==> src/rtl/b64lw_pkg.sv <==
// shared types, constants and symbol lookup for the base64 line-wrapping encoder
package b64lw_pkg;

  localparam int unsigned QUEUE_DEPTH = 4;
  localparam logic [7:0] GROUPS_PER_LINE_RESET = 8'd19;

  localparam logic [7:0] CHAR_CR  = 8'd13;
  localparam logic [7:0] CHAR_LF  = 8'd10;
  localparam logic [7:0] CHAR_PAD = 8'd61;

  localparam logic [1:0] KIND_FULL = 2'd0;
  localparam logic [1:0] KIND_PAD1 = 2'd1;
  localparam logic [1:0] KIND_PAD2 = 2'd2;

  typedef struct packed {
    logic [23:0] bytes;
    logic [1:0]  kind;
    logic        crlf;
    logic        last;
  } group_cmd_t;

  localparam int unsigned CMD_WIDTH = $bits(group_cmd_t);

  function automatic logic [7:0] sym_char(input logic [5:0] v);
    logic [7:0] c;
    c = 8'd0;
    if (v < 6'd26) begin
      c = 8'd65 + {2'b00, v};
    end else if (v < 6'd52) begin
      c = 8'd71 + {2'b00, v};
    end else if (v < 6'd62) begin
      c = {2'b00, v} - 8'd4;
    end else if (v == 6'd62) begin
      c = 8'd43;
    end else begin
      c = 8'd47;
    end
    return c;
  endfunction

endpackage

==> src/rtl/b64lw_front.sv <==
// front end: gathers bytes into groups, tracks the line, issues group commands
module b64lw_front (
  input  logic                    clk,
  input  logic                    rst,
  input  logic                    cfg_valid,
  input  logic [7:0]              cfg_data,
  input  logic                    accept,
  input  logic [7:0]              data_byte,
  input  logic                    last_byte,
  output logic                    cmd_push,
  output b64lw_pkg::group_cmd_t   cmd
);

  logic [7:0]  groups_per_line;
  logic [1:0]  group_phase;
  logic [15:0] held_bytes;
  logic [7:0]  line_group_count;
  logic [7:0]  count_inc;
  logic [1:0]  phase;

  assign phase = (group_phase == 2'd3) ? 2'd0 : group_phase;
  assign count_inc = line_group_count + 8'd1;

  always_comb begin
    cmd_push   = 1'b0;
    cmd.bytes  = 24'd0;
    cmd.kind   = b64lw_pkg::KIND_FULL;
    cmd.crlf   = 1'b0;
    cmd.last   = last_byte;
    if (phase == 2'd2) begin
      cmd_push  = accept;
      cmd.bytes = {held_bytes, data_byte};
      cmd.crlf  = (count_inc == groups_per_line);
    end else if (last_byte) begin
      cmd_push = accept;
      if (phase == 2'd0) begin
        cmd.bytes = {data_byte, 16'd0};
        cmd.kind  = b64lw_pkg::KIND_PAD2;
      end else begin
        cmd.bytes = {held_bytes[15:8], data_byte, 8'd0};
        cmd.kind  = b64lw_pkg::KIND_PAD1;
      end
    end
  end

  always_ff @(posedge clk) begin
    if (rst) begin
      groups_per_line  <= b64lw_pkg::GROUPS_PER_LINE_RESET;
      group_phase      <= 2'd0;
      held_bytes       <= 16'd0;
      line_group_count <= 8'd0;
    end else begin
      if (cfg_valid) begin
        groups_per_line <= cfg_data;
      end
      if (accept) begin
        if (last_byte) begin
          group_phase      <= 2'd0;
          held_bytes       <= 16'd0;
          line_group_count <= 8'd0;
        end else if (phase == 2'd2) begin
          group_phase      <= 2'd0;
          held_bytes       <= 16'd0;
          line_group_count <= (count_inc == groups_per_line) ? 8'd0 : count_inc;
        end else if (phase == 2'd0) begin
          group_phase <= 2'd1;
          held_bytes  <= {data_byte, 8'd0};
        end else begin
          group_phase <= 2'd2;
          held_bytes  <= {held_bytes[15:8], data_byte};
        end
      end
    end
  end

endmodule

==> src/rtl/b64lw_queue.sv <==
// short register queue of group commands between front and back
module b64lw_queue #(
  parameter int unsigned DEPTH = b64lw_pkg::QUEUE_DEPTH,
  parameter int unsigned WIDTH = b64lw_pkg::CMD_WIDTH
) (
  input  logic             clk,
  input  logic             rst,
  input  logic             push,
  input  logic [WIDTH-1:0] push_data,
  output logic             full,
  input  logic             pop,
  output logic             valid,
  output logic [WIDTH-1:0] pop_data
);

  localparam int unsigned PTR_W = (DEPTH > 1) ? $clog2(DEPTH) : 1;
  localparam int unsigned CNT_W = $clog2(DEPTH + 1);
  localparam logic [PTR_W-1:0] PTR_LAST = PTR_W'(DEPTH - 1);
  localparam logic [CNT_W-1:0] CNT_FULL = CNT_W'(DEPTH);

  logic [WIDTH-1:0] entries [DEPTH];
  logic [PTR_W-1:0] wr_ptr;
  logic [PTR_W-1:0] rd_ptr;
  logic [CNT_W-1:0] count;
  logic             do_push;
  logic             do_pop;

  assign full     = (count == CNT_FULL);
  assign valid    = (count != '0);
  assign pop_data = entries[rd_ptr];
  assign do_push  = push && !full;
  assign do_pop   = pop && valid;

  always_ff @(posedge clk) begin
    if (do_push) begin
      entries[wr_ptr] <= push_data;
    end
  end

  always_ff @(posedge clk) begin
    if (rst) begin
      wr_ptr <= '0;
      rd_ptr <= '0;
      count  <= '0;
    end else begin
      if (do_push) begin
        wr_ptr <= (wr_ptr == PTR_LAST) ? '0 : wr_ptr + PTR_W'(1);
      end
      if (do_pop) begin
        rd_ptr <= (rd_ptr == PTR_LAST) ? '0 : rd_ptr + PTR_W'(1);
      end
      if (do_push && !do_pop) begin
        count <= count + CNT_W'(1);
      end else if (do_pop && !do_push) begin
        count <= count - CNT_W'(1);
      end
    end
  end

endmodule

==> src/rtl/b64lw_back.sv <==
// back end: expands one group command into characters, one per cycle while pop is high
module b64lw_back (
  input  logic                  clk,
  input  logic                  rst,
  input  logic                  q_valid,
  input  b64lw_pkg::group_cmd_t q_cmd,
  output logic                  q_pop,
  output logic                  empty,
  input  logic                  pop,
  output logic [7:0]            out_char,
  output logic                  last_char
);

  b64lw_pkg::group_cmd_t cur;
  logic       cur_valid;
  logic [2:0] char_idx;
  logic [2:0] last_idx;
  logic       at_end;
  logic       done;
  logic [5:0] s0;
  logic [5:0] s1;
  logic [5:0] s2;
  logic [5:0] s3;

  assign s0 = cur.bytes[23:18];
  assign s1 = {cur.bytes[17:16], cur.bytes[15:12]};
  assign s2 = {cur.bytes[11:8], cur.bytes[7:6]};
  assign s3 = cur.bytes[5:0];

  assign last_idx = (cur.kind == b64lw_pkg::KIND_FULL && cur.crlf) ? 3'd5 : 3'd3;
  assign at_end   = (char_idx == last_idx);
  assign done     = cur_valid && pop && at_end;
  assign q_pop    = q_valid && (!cur_valid || done);

  assign empty     = !cur_valid;
  assign last_char = cur.last && at_end;

  always_comb begin
    case (char_idx)
      3'd0: out_char = b64lw_pkg::sym_char(s0);
      3'd1: out_char = b64lw_pkg::sym_char(s1);
      3'd2: out_char = (cur.kind == b64lw_pkg::KIND_PAD2) ? b64lw_pkg::CHAR_PAD
                                                         : b64lw_pkg::sym_char(s2);
      3'd3: out_char = (cur.kind == b64lw_pkg::KIND_FULL) ? b64lw_pkg::sym_char(s3)
                                                         : b64lw_pkg::CHAR_PAD;
      3'd4: out_char = b64lw_pkg::CHAR_CR;
      default: out_char = b64lw_pkg::CHAR_LF;
    endcase
  end

  always_ff @(posedge clk) begin
    if (q_pop) begin
      cur <= q_cmd;
    end
  end

  always_ff @(posedge clk) begin
    if (rst) begin
      cur_valid <= 1'b0;
      char_idx  <= 3'd0;
    end else begin
      if (q_pop) begin
        cur_valid <= 1'b1;
        char_idx  <= 3'd0;
      end else if (done) begin
        cur_valid <= 1'b0;
        char_idx  <= 3'd0;
      end else if (cur_valid && pop) begin
        char_idx <= char_idx + 3'd1;
      end
    end
  end

endmodule

==> src/rtl/base64_encoder_line_wrap.sv <==
// top level of the base64 encoder with CR LF line wrapping
//
// input queue side: raise push with data_byte and last_byte; a byte is taken
// at a clock edge where push is high and full is low. every third byte, or
// the byte marked last_byte, forms one group request for the back end.
// output queue side: while empty is low, out_char holds the oldest character
// and last_char marks the final character of a message; pop takes it.
// configuration: cfg_data sets groups_per_line (0 acts as 256), written when
// cfg_valid is high; cfg_ready is always high. write only while idle.
// flow: a group's first character shows after it passes the group queue
// into the back end's current-group register. the back end gives one
// character per cycle while pop is high, four per group (six with a line
// break); the front end takes a byte each cycle until the queue fills.
// when the receiver stalls, characters hold and the group queue absorbs up
// to QUEUE_DEPTH groups before full rises.
// reset: synchronous rst clears phase, line count and queues, and restores
// groups_per_line to 19 (76 characters per line).
module base64_encoder_line_wrap #(
  parameter int unsigned QUEUE_DEPTH = b64lw_pkg::QUEUE_DEPTH
) (
  input  logic       clk,
  input  logic       rst,
  input  logic       push,
  output logic       full,
  input  logic [7:0] data_byte,
  input  logic       last_byte,
  output logic       empty,
  input  logic       pop,
  output logic [7:0] out_char,
  output logic       last_char,
  input  logic       cfg_valid,
  output logic       cfg_ready,
  input  logic [7:0] cfg_data
);

  logic                  accept;
  logic                  cmd_push;
  b64lw_pkg::group_cmd_t cmd;
  logic                  q_valid;
  logic                  q_pop;
  logic [b64lw_pkg::CMD_WIDTH-1:0] q_data;

  assign cfg_ready = 1'b1;
  assign accept    = push && !full;

  b64lw_front u_front (
    .clk       (clk),
    .rst       (rst),
    .cfg_valid (cfg_valid),
    .cfg_data  (cfg_data),
    .accept    (accept),
    .data_byte (data_byte),
    .last_byte (last_byte),
    .cmd_push  (cmd_push),
    .cmd       (cmd)
  );

  b64lw_queue #(
    .DEPTH (QUEUE_DEPTH),
    .WIDTH (b64lw_pkg::CMD_WIDTH)
  ) u_queue (
    .clk       (clk),
    .rst       (rst),
    .push      (cmd_push),
    .push_data (cmd),
    .full      (full),
    .pop       (q_pop),
    .valid     (q_valid),
    .pop_data  (q_data)
  );

  b64lw_back u_back (
    .clk       (clk),
    .rst       (rst),
    .q_valid   (q_valid),
    .q_cmd     (b64lw_pkg::group_cmd_t'(q_data)),
    .q_pop     (q_pop),
    .empty     (empty),
    .pop       (pop),
    .out_char  (out_char),
    .last_char (last_char)
  );

endmodule
==> config.mk <==
export PLATFORM = sky130hd
export DESIGN_NAME = base64_encoder_line_wrap
export DESIGN_NICKNAME = d
export VERILOG_FILES = /design/src/rtl/b64lw_pkg.sv /design/src/rtl/b64lw_front.sv /design/src/rtl/b64lw_queue.sv /design/src/rtl/b64lw_back.sv /design/src/rtl/base64_encoder_line_wrap.sv
export SDC_FILE = /design/constraint.sdc
export NUM_CORES = 1
export LEC_CHECK = 0
export BUFFER_PORTS_ARGS = -buffer_cell sky130_fd_sc_hd__buf_2
export CAP_MARGIN = 5
export CORE_ASPECT_RATIO = 1.2
export CORE_MARGIN = 1.5
export CORE_UTILIZATION = 40
export DETAILED_ROUTE_END_ITERATION = 12
export GPL_ROUTABILITY_DRIVEN = 0
export PLACE_DENSITY = 0.64
export SYNTH_ARGS = -nofsm -noshare
export SYNTH_HDL_FRONTEND = slang
export SYNTH_HIERARCHICAL = 1
export SYNTH_SLANG_ARGS = --single-unit
==> constraint.sdc <==
create_clock -name clk -period 4.6 [get_ports clk]
set_input_delay 0.23 -clock clk [delete_from_list [all_inputs] [get_ports clk]]
set_output_delay 0.23 -clock clk [all_outputs]
set_load 0.03 [all_outputs]
==> results by group <==
Synthesis
  – Top post-synthesis cells by area: edfxtp_1, dfxtp_1, mux4_2, ha_1, a21oi_1
  – Adder-cell share of the synthesized area: 0.0481
  – Avg Cell Area, Syn: 12.2 sq um
  – Post-Synth Simple-Gate Area: 0.118
  – Synth Area in XOR/XNOR: 0.0189
  – Mux contribution to synthesized area: 0.0779
  – Share of the synthesized area in the top cell type: 0.454
  – Most frequent cell after synthesis: edfxtp_1
  – Dominant cell type by area after synthesis: edfxtp_1
  – YS warnings: 6
  – Synth Flop Type: edfxtp_1
  – Post-synthesis sequential area ratio: 0.555
  – Synth cell count leaders: edfxtp_1, nand2_1, nor2_1, dfxtp_1, a21oi_1
  – Post-Syn Nets: approximately 800
  – FFs w/ async S/R, synth: 0
  – Mapped cell area: 9260 sq um
  – Yosys cell types: 83
  – Synth Area in Compound Gates: 0.140
  – Seq cells post-synth: 187
  – Main combinational cell family by area after synthesis: compound AO/OA/AOI/OAI gates
  – Post-synth EDFFs: 140
  – Gate Count Post-Synth: about 760

STA
  – Final setup TNS: 0 ps
  – Fmax: approximately 300 MHz
  – Max-slew violations: 0
  – Tightest Pin Transition: approximately 1000 ps
  – Final setup viols: 0
  – Final worst path period share: 0.726
  – Clock period minus worst slack: about 3300 ps
  – RSZ-0062 raised after global routing: no
  – Slew headroom: 0.319
  – Worst clock skew: between 6 and 7 ps
  – Hold violation count in the final report: 0
  – Tightest hold margin: 44.1 ps

Floorplanning
  – Chip height: around 170 um
  – Core Region: ~23000 sq um
  – Die area: 24100 sq um
  – Die extent in x: 142 um
  – Cell Rows: 60
  – Initial core utilization: 0.410
  – I/O pin total: 34

Clocking
  – CTS tree: yes
  – Post-CTS Setup Inserts: 0
  – Inserted Clock Buffers: 17
  – Clock Path Buffers: 2
  – Worst skew pair latency: between 400 and 500 ps
  – Root Driver: clkbuf_16
  – Clk slew on worst S/H paths: ~60 ps
  – CTS Sinks: approximately 190
  – # H-tree levels: 4

Global route
  – Vias in the first global route: roughly 6000
  – Pin count of the biggest net entering global routing: 41
  – Global-route wire length before repair: ~31000 um
  – Remaining global-route overflow: 0
  – Antenna violations before repair: 0
  – GRT Resource Usage Total: 0.167

Worst setup path
  – CP required: about 5000 ps
  – CP cell instances: or3b_1 -> clkinv_4 -> nor2b_4 -> inv_1 -> nor2_1 -> bufinv_8 -> nor2_2 -> ha_1 -> inv_1 -> fa_1 -> xor2_1 -> or3_1 -> a21oi_1
  – Critical Path Most Common Cell: inv_1
  – Crit Path Max Fanout: 14
  – Max incr delay on CP: around 430 ps
  – Crit. End Element: flip-flop
  – Element type at the critical path start: flip-flop
  – Setup CP Type: flip-flop to flip-flop
  – Slowest-stage cell, CP: dfxtp_1
  – Crit path arrival time: approximately 3700 ps

Routing
  – First-pass detailed-route iteration total: 5
  – Routed wire per std cell: between 15 and 20 um
  – # DRC: 0
  – Wirelength, routed: between 15000 and 20000 um
  – Antenna viol nets, final: 0
  – Vias per inst: 5.54
  – Vias: 6075
  – Drt first-iter violations: approximately 380

Power
  – Worst VDD drop: around 0.27 mV
  – Cell Pwr Density: approximately 570 nW/um^2
  – Leakage power: about 0.0037 uW

Cells and area
  – Fin nets: between 800 and 900
  – Fraction of layout cells with a size suffix above 1: 0.144
  – Area grow syn2layout: 11.5%
  – Fin cells: approximately 1100
  – Inserted Diodes: 0

Place
  – Port Buffers: 32
  – Placed cell count: 1063
  – HPWL after detailed placement: around 14000 um

Min path
  – Hold WC Path Type: input pin to flip-flop

Outcome
  – Status: finished, final reports clean

Job
  – Max Cap Viol: 0
==> critical path, delay by kind of cell, from the launching register on <==
kind	cells	cell delay [ps]
adders and majority gates	2	590
buffers and inverters	4	650
xor gates and xnor gates	1	160
AOI/OAI and AO/OA	1	150
and+or+nand+nor	5	1280
DFF	1	430
==> state kept, by name (all words and copies together) (netlist names), named ones only <==
signal and cells:
u_queue/entries 112, u_back/cur 28, u_front/held_bytes 16, u_front/groups_per_line 8, u_front/line_group_count 8, u_back/char_idx 3
u_queue/count 3, u_front/group_phase 2, u_queue/rd_ptr 2, u_queue/wr_ptr 2, u_back/cur_valid 1
==> report_power, final <==
part | leakage [uW] | switching, uW | internal (uW) | total (uW)
Sequential | 0.00171 | 344 | 2100 | 2440
Combinational | 0.00165 | 1090 | 745 | 1840
Clock | 0.000309 | 583 | 1010 | 1600
==> what timing repair did <==
item / CTS / global route
endpoints found under the hold margin: 3 / 0
hold buffers: 3 / 0
resized for setup: 0 / 0
==> per-stage QoR <==
step | setup slack, ps | total power (uW) | util | area, sq um
3_3_place_gp | 1460 | 4300 | 0.427 | 9640
3_5_place_dp | 1330 | 4310 | 0.427 | 9640
4_1_cts | 1300 | 5920 | 0.457 | 10300
5_1_grt | 993 | 6230 | 0.457 | 10300
2_1_floorplan | 649 | 3850 | - | 9260
6_report | 1260 | 5880 | 0.457 | 10300
==> metal layers <==
metal  vias to the layer above  part of all wire  GRT usage
li1                       2914                 -          -
met4                         0             0.022     0.0659
met5                         -                 0          0
met2                       175              0.50      0.292
met1                      2956              0.44      0.207
met3                        30             0.040     0.0248
==> final timing paths <==
kind,startpoint,end,slack [ps],cells past startpoint
hold / removal,cfg_data[6],u_front/groups_per_line[6],40,3
hold reg to reg,u_queue/rd_ptr[0],flip-flop,490,2
setup / recovery,u_queue/count[0],u_queue/count[2],1260,13
setup reg to reg,u_queue/count[0],u_queue/count[2],1260,13
==> logic make-up after synthesis <==
group | Yosys count
buf+inv | 80
simple gates | 211
flops | 187
mux | 37
other cells | 1
fa+ha+maj | 35
compound gates | 187
xor+xnor | 20
==> layout make-up <==
type | instances | area, sq um
multi-input combinational | 491 | 3750
sequential | 187 | 5150
inverter | 39 | 165
timing repair buffer | 39 | 220
tap | 310 | 388
fill | 2052 | 12300
clock buffer | 19 | 433
clock inverter | 12 | 220
==> cell usage in the layout, fill, tap and decap left out, drive strengths merged, types with 5 or more instances in the layout <==
| cell type | synthesis | routed |
|---|---|---|
| a31oi | 9 | 9 |
| clkbuf | 20 | 19 |
| bufinv | 1 | 7 |
| buf | 21 | 36 |
| mux2i | 8 | 8 |
| a211o | 5 | 5 |
| dfxtp | 47 | 47 |
| and2 | 14 | 14 |
| xor2 | 12 | 12 |
| nand2 | 53 | 53 |
| nand4 | 8 | 8 |
| a21oi | 45 | 45 |
| edfxtp | 140 | 140 |
| nor3 | 10 | 10 |
| o31ai | 9 | 9 |
| a22oi | 23 | 23 |
| and3 | 9 | 9 |
| or3 | 8 | 8 |
| a211oi | 9 | 9 |
| nand3 | 19 | 19 |
| nor2b | 11 | 11 |
| ha | 34 | 34 |
| o211ai | 6 | 6 |
| xnor2 | 8 | 8 |
| nand3b | 5 | 5 |
| o21ai | 33 | 33 |
| nor2 | 51 | 51 |
| inv | 37 | 38 |
| a22o | 10 | 10 |
| mux4 | 28 | 28 |
Note: power is estimated with default switching activity, not from simulation.
